===== src/rtl/lpht_pkg.sv =====
// ----------------------------------------------------------------------------
// lpht_pkg: shared types and constants for the linear probe hash table
// Slot kinds, operation codes, widths and the front-to-back request word.
// ----------------------------------------------------------------------------
`default_nettype none
package lpht_pkg;
    localparam int SLOTS       = 256;
    localparam int SLOT_W      = $clog2(SLOTS);
    localparam int KEY_W       = 32;
    localparam int VALUE_W     = 64;
    localparam int COUNT_W     = SLOT_W + 1;
    localparam int LIMIT_W     = 8;
    localparam logic [LIMIT_W-1:0] LIMIT_RESET = 8'd192;

    localparam logic [1:0] MODE_INSERT = 2'd0;
    localparam logic [1:0] MODE_LOOKUP = 2'd1;
    localparam logic [1:0] MODE_DELETE = 2'd2;
    localparam logic [1:0] MODE_CLEAR  = 2'd3;

    localparam logic [1:0] KIND_EMPTY = 2'd0;
    localparam logic [1:0] KIND_LIVE  = 2'd1;
    localparam logic [1:0] KIND_TOMB  = 2'd2;

    typedef struct packed {
        logic [1:0]         mode;
        logic [KEY_W-1:0]   key_id;
        logic [SLOT_W-1:0]  home_slot;
        logic [VALUE_W-1:0] new_value;
    } t_req;
endpackage
`default_nettype wire


===== src/rtl/lpht_front.sv =====
// ----------------------------------------------------------------------------
// lpht_front: input stage and two-entry request queue
// Accepts words, keeps them in a small FIFO for the probe engine.
// ----------------------------------------------------------------------------
`default_nettype none
module lpht_front (
    input  wire logic            i_clk,
    input  wire logic            i_rst_n,
    input  wire logic            i_valid,
    output logic                 o_stall,
    input  wire lpht_pkg::t_req  i_req,
    output logic                 o_valid,
    input  wire logic            i_take,
    output lpht_pkg::t_req       o_req
);
    lpht_pkg::t_req r_q [2];
    logic           r_wp, r_rp;
    logic [1:0]     r_cnt;
    logic           push, pop;

    assign o_stall = (r_cnt == 2'd2);
    assign push    = i_valid && !o_stall;
    assign o_valid = (r_cnt != 2'd0);
    assign pop     = o_valid && i_take;
    assign o_req   = r_q[r_rp];

    always_ff @(posedge i_clk) begin
        if (push) begin
            r_q[r_wp] <= i_req;
        end
        if (!i_rst_n) begin
            r_wp  <= 1'b0;
            r_rp  <= 1'b0;
            r_cnt <= 2'd0;
        end else begin
            if (push) r_wp <= !r_wp;
            if (pop)  r_rp <= !r_rp;
            r_cnt <= r_cnt + {1'b0, push} - {1'b0, pop};
        end
    end
endmodule
`default_nettype wire


===== config.mk =====
export PLATFORM = sky130hd
export DESIGN_NAME = lpht_front
export DESIGN_NICKNAME = d
export VERILOG_FILES = /design/src/rtl/lpht_pkg.sv /design/src/rtl/lpht_front.sv
export SDC_FILE = /design/constraint.sdc
export NUM_CORES = 1
export LEC_CHECK = 0
export BUFFER_PORTS_ARGS = -buffer_cell sky130_fd_sc_hd__buf_2
export CAP_MARGIN = 5
export CORE_MARGIN = 5
export CORE_UTILIZATION = 34
export DETAILED_ROUTE_END_ITERATION = 8
export PLACE_DENSITY = 0.58
export SLEW_MARGIN = 30
export SYNTH_ARGS = -nofsm -noshare
export SYNTH_HDL_FRONTEND = slang
export SYNTH_SLANG_ARGS = --single-unit

===== constraint.sdc =====
create_clock -name i_clk -period 6.6 [get_ports i_clk]
set_clock_uncertainty 0.15 [all_clocks]
set_input_delay 0.99 -clock i_clk [delete_from_list [all_inputs] [get_ports i_clk]]
set_output_delay 0.99 -clock i_clk [all_outputs]
set_load 0.05 [all_outputs]

==> summary.md <==
The internal power of the cells was 2.936 mW; the final core utilization was 43.77%. Dividing the detail-routed wire length by the instance count gives 16.70 um. The number of H-tree levels was 1; the remaining routing DRC violations was 0. Input and output buffers added on the ports amount to 217. The tools report the initial antenna violation count as 2. In this run, the clock network consumes 27.8% of the power. By count the netlist is led by 212 x sky130_fd_sc_hd__edfxtp_1, 66 x sky130_fd_sc_hd__mux2_2, 40 x sky130_fd_sc_hd__mux2_4, 6 x sky130_fd_sc_hd__buf_2, 6 x sky130_fd_sc_hd__buf_6.

Clock tree synthesis selected as its root buffer the cell sky130_fd_sc_hd__clkbuf_16. Once detailed placement completed, the half-perimeter wirelength came to 10430 um. Excluding fillers, the count of instances in the completed layout stands at 927.

The ratio of cells with drive above 1 in the final layout was 60.36%. The tools report the pre-CTS setup slack as 3.079 ns. The internal reg-to-reg setup slack was 4.06 ns. The area share of the largest cell type after synthesis works out to 79.17%.

Synthesis produced a netlist with a net count of 468. For the number of DRC violations after detailed-routing iteration 0, the log shows 123. The post-synthesis instance area is 8041 um2. In the post-synthesis netlist, the biggest area contributors are sky130_fd_sc_hd__edfxtp_1 79%, sky130_fd_sc_hd__mux2_2 9.2%, sky130_fd_sc_hd__mux2_4 7.5%.

The first TritonRoute pass finished after 4 iterations. The tool flagged a number of max-cap violations equal to 0. The synthesized design spends more area on one cell type than any other, namely sky130_fd_sc_hd__edfxtp_1.

The startpoint-to-endpoint class of the critical path was register to output pin. After filler insertion, the fill cell instance count of the layout stands at 2081. From bottom edge to top edge, the die measures 163.8 um. Sequential cells were found to cover 80.41% of the synthesized design area. The logs give 0.0003060 V for the worst vdd rail ir drop and 0 for the antenna cell count. The floorplan die width came out at 163.8 um. The worst slew margin relative to its limit was 41.41%. The tools report the post-layout net count as 703. Counting flops and latches in the post-synthesis netlist gives 217. The synthesized netlist devotes 0.3267% of its cell area to XOR and XNOR gates. The cell count of the worst hold path came out at 2. The final weighted congestion of routability-driven global placement is 0.7490.

In the synthesized netlist, the number of instances is 356. The post-synthesis cell type count was 18; the quantity of hold-fixing buffers added after cts was 0. The arithmetic-cell share of the synthesized area counting full adders, half adders and majority gates came out at 0.3112%. The tools report the maximum clock rate as 251.0 MHz.

Fraction of synthesized area in multiplexers: 16.84%. The endpoint identified for the worst register-to-register timing path is r_q[1][31]. For this run, the leading register cell type out of synthesis is sky130_fd_sc_hd__edfxtp_1. The switching fraction of total power is 35.77%.

Number of pins exceeding their max-slew limit in the final report: 0. Across all setup checks in the final design, the least slack found is 2.615 ns. The synthesized-area fraction occupied by and/or/nand/nor cells was 0.6691%; the area growth from synthesis to layout was 27.37%.

The count of boundary I/O pins is 218. The logs give 32.2% for the share of total power in combinational logic and 0 for the post-CTS repair timing setup buffer count. The switching power is 1.635 mW, and the effective utilization at floorplan is 34.36%.

Setup violations remaining at the end of the flow were counted as 0. Summing the areas of all compound-gate instances in the mapped netlist gives 0.09336% of the synthesized area. The dominant combinational cell family by area after synthesis is multiplexers. STA classifies the critical path startpoint as a register. Using the TritonRoute via totals, the vias-per-cell ratio works out to 4.347. The min-delay analysis places its worst path in the category register to register. For the number of placement rows, the log shows 56. Clock latency on the worst-skew pair, taken at its later pin, is 0.50 ns.

The tools report the worst setup path endpoint as o_req[0]. The run gives 5.46 ns as the worst path required time. The die covers 26830 um2.

The pin slew with the least headroom to its limit was 0.8788 ns; the number of global-route vias before repair was 4446. The share of async-settable or async-resettable flops after synthesis is 0%. Data arrival time at the worst-slack endpoint: 2.84 ns.

The reg-to-reg critical path startpoint is r_cnt[0]. In this run, synthesis inferred 212 flip-flops with an integrated enable. STA classifies the critical path endpoint as an output pin. Buffers inserted during clock tree synthesis total 24. TritonCTS built the clock tree. The clock drives 217 sinks. The aggregate global routing overflow was 0. The clock transition at the registers of the reported paths came out at 0.06 ns. The time the worst path needs with I/O delays and setup is 3.985 ns. The number of gates resized after CTS was 0. The tools report the total number of yosys warnings as 0.

Detailed routing inserted a total of 4030 vias. Length in cells of the worst reg-to-reg path: 3. Sequential cells burn 40.0% of the power. Dividing total power by cell area gives a power density of 446.2 nW/um2. Once placement completed, the tool counted placed cells totaling 884. The tools report the aggregate global-route resource usage as 11.08%. The flow ran to the end, and the final reports show no timing, DRC or antenna violations.

Setup repair after global routing left no endpoint under its margin. The analysis attributes to cell leakage a power of 3.895 nW. The wire length of the first global-routing pass was 23530 um; the overall routed net length was 15480 um. The final clock period utilization by the worst path came out at 60.38%.

For the hold violation total from the final report, the log shows 0. The total negative setup slack was 0 ns; the count of antenna-violating nets left after detailed routing was 0. The synthesized area per cell came out at 22.59 um2. The floorplan step defined a core boundary enclosing 23400 um2. Entering global routing, the biggest net connects 63 pins. sky130_fd_sc_hd__edfxtp_1 is the most common cell in the netlist. The maximum clock path buffer count is 3, and the biggest fanout along the worst timing path is 60.
-- per-layer routing --
| layer | track usage, % | vias up | wire length (um) |
|---|---|---|---|
| li1 | - | 1878 | - |
| met1 | 12.98 | 1958 | 6049 |
| met2 | 19.41 | 154 | 7658 |
| met3 | 3.237 | 36 | 1194 |
| met4 | 3.965 | 4 | 552 |
| met5 | 0 | - | 25 |
-- cells by family after synthesis --
group,Yosys count
buf+inv,15
compound gates,1
fa+ha+maj,2
mux,107
xor+xnor,3
flops,217
simple gates,11
-- cell usage in the layout (no fill, tap or decap) --
| cell | n |
|---|---|
| sky130_fd_sc_hd__bufinv_16 | 2 |
| sky130_fd_sc_hd__mux2_2 | 66 |
| sky130_fd_sc_hd__and3_4 | 1 |
| sky130_fd_sc_hd__mux2_4 | 40 |
| sky130_fd_sc_hd__mux2i_1 | 1 |
| sky130_fd_sc_hd__and2_1 | 1 |
| sky130_fd_sc_hd__xnor2_1 | 2 |
| sky130_fd_sc_hd__o21a_1 | 1 |
| sky130_fd_sc_hd__buf_4 | 4 |
| sky130_fd_sc_hd__or2_2 | 1 |
| sky130_fd_sc_hd__clkinv_2 | 7 |
| sky130_fd_sc_hd__inv_8 | 1 |
| sky130_fd_sc_hd__xor2_1 | 1 |
| sky130_fd_sc_hd__nand2b_1 | 2 |
| sky130_fd_sc_hd__ha_1 | 2 |
| sky130_fd_sc_hd__edfxtp_1 | 212 |
| sky130_fd_sc_hd__clkinv_1 | 5 |
| sky130_fd_sc_hd__dfxtp_4 | 1 |
| sky130_fd_sc_hd__clkbuf_1 | 2 |
| sky130_fd_sc_hd__inv_1 | 3 |
| sky130_fd_sc_hd__nor2_4 | 1 |
| sky130_fd_sc_hd__nor2_1 | 3 |
| sky130_fd_sc_hd__nand2_1 | 2 |
| sky130_fd_sc_hd__inv_6 | 1 |
| sky130_fd_sc_hd__dfxtp_1 | 4 |
| sky130_fd_sc_hd__clkbuf_16 | 25 |
| sky130_fd_sc_hd__buf_2 | 217 |
-- through the flow --
stage	hold WS [ns]	power, mW	instance area (um2)
2_1_floorplan	0.3049	3.058	8041
3_3_place_gp	0.3487	3.334	9475
3_5_place_dp	0.3588	3.354	9475
4_1_cts	0.3747	4.648	10240
5_1_grt	0.4235	4.771	10240
6_report	0.3653	4.570	10240
-- area by class of cell --
| class | instances | area [um2] | area share (%) |
|---|---|---|---|
| flip-flops and latches | 217 | 6470 | 63.17 |
| multi-input cells | 124 | 1479 | 14.44 |
| clock buffers | 27 | 633.1 | 6.181 |
| repair buffers | 221 | 1116 | 10.90 |
| well taps | 319 | 399.1 | 3.897 |
| inverters | 3 | 11.26 | 0.1099 |
| clock inverters | 16 | 133.9 | 1.307 |
-- worst max-delay path: stages (launching register included) --
cell                      delay [ns]
sky130_fd_sc_hd__dfxtp_4        0.92
sky130_fd_sc_hd__buf_4          0.73
sky130_fd_sc_hd__mux2_2         0.41
sky130_fd_sc_hd__buf_2          0.21
-- worst min-delay path by stage --
stage,start,end
after floorplan,r_wp,r_wp
after CTS,r_rp,r_rp
after global routing,r_rp,r_rp
final,r_rp,r_rp
after global placement,r_rp,register
after detailed placement,r_rp,register
-- power groups by stage --
stage / registers (mW) / logic (mW) / clock network, mW
finish: 1.83 / 1.47 / 1.27
global route: 1.85 / 1.55 / 1.38
CTS: 1.83 / 1.50 / 1.32
detailed placement: 1.86 / 1.49 / 0
global placement: 1.85 / 1.48 / 0
floorplan: 1.82 / 1.24 / 0
-- sequential cells by signal, summed over array words and instances, names as in the netlist, named ones only --
signal and cells:
r_cnt 2, r_q 212, r_wp 1, r_rp 1
Note: power is estimated with default switching activity, not from simulation.
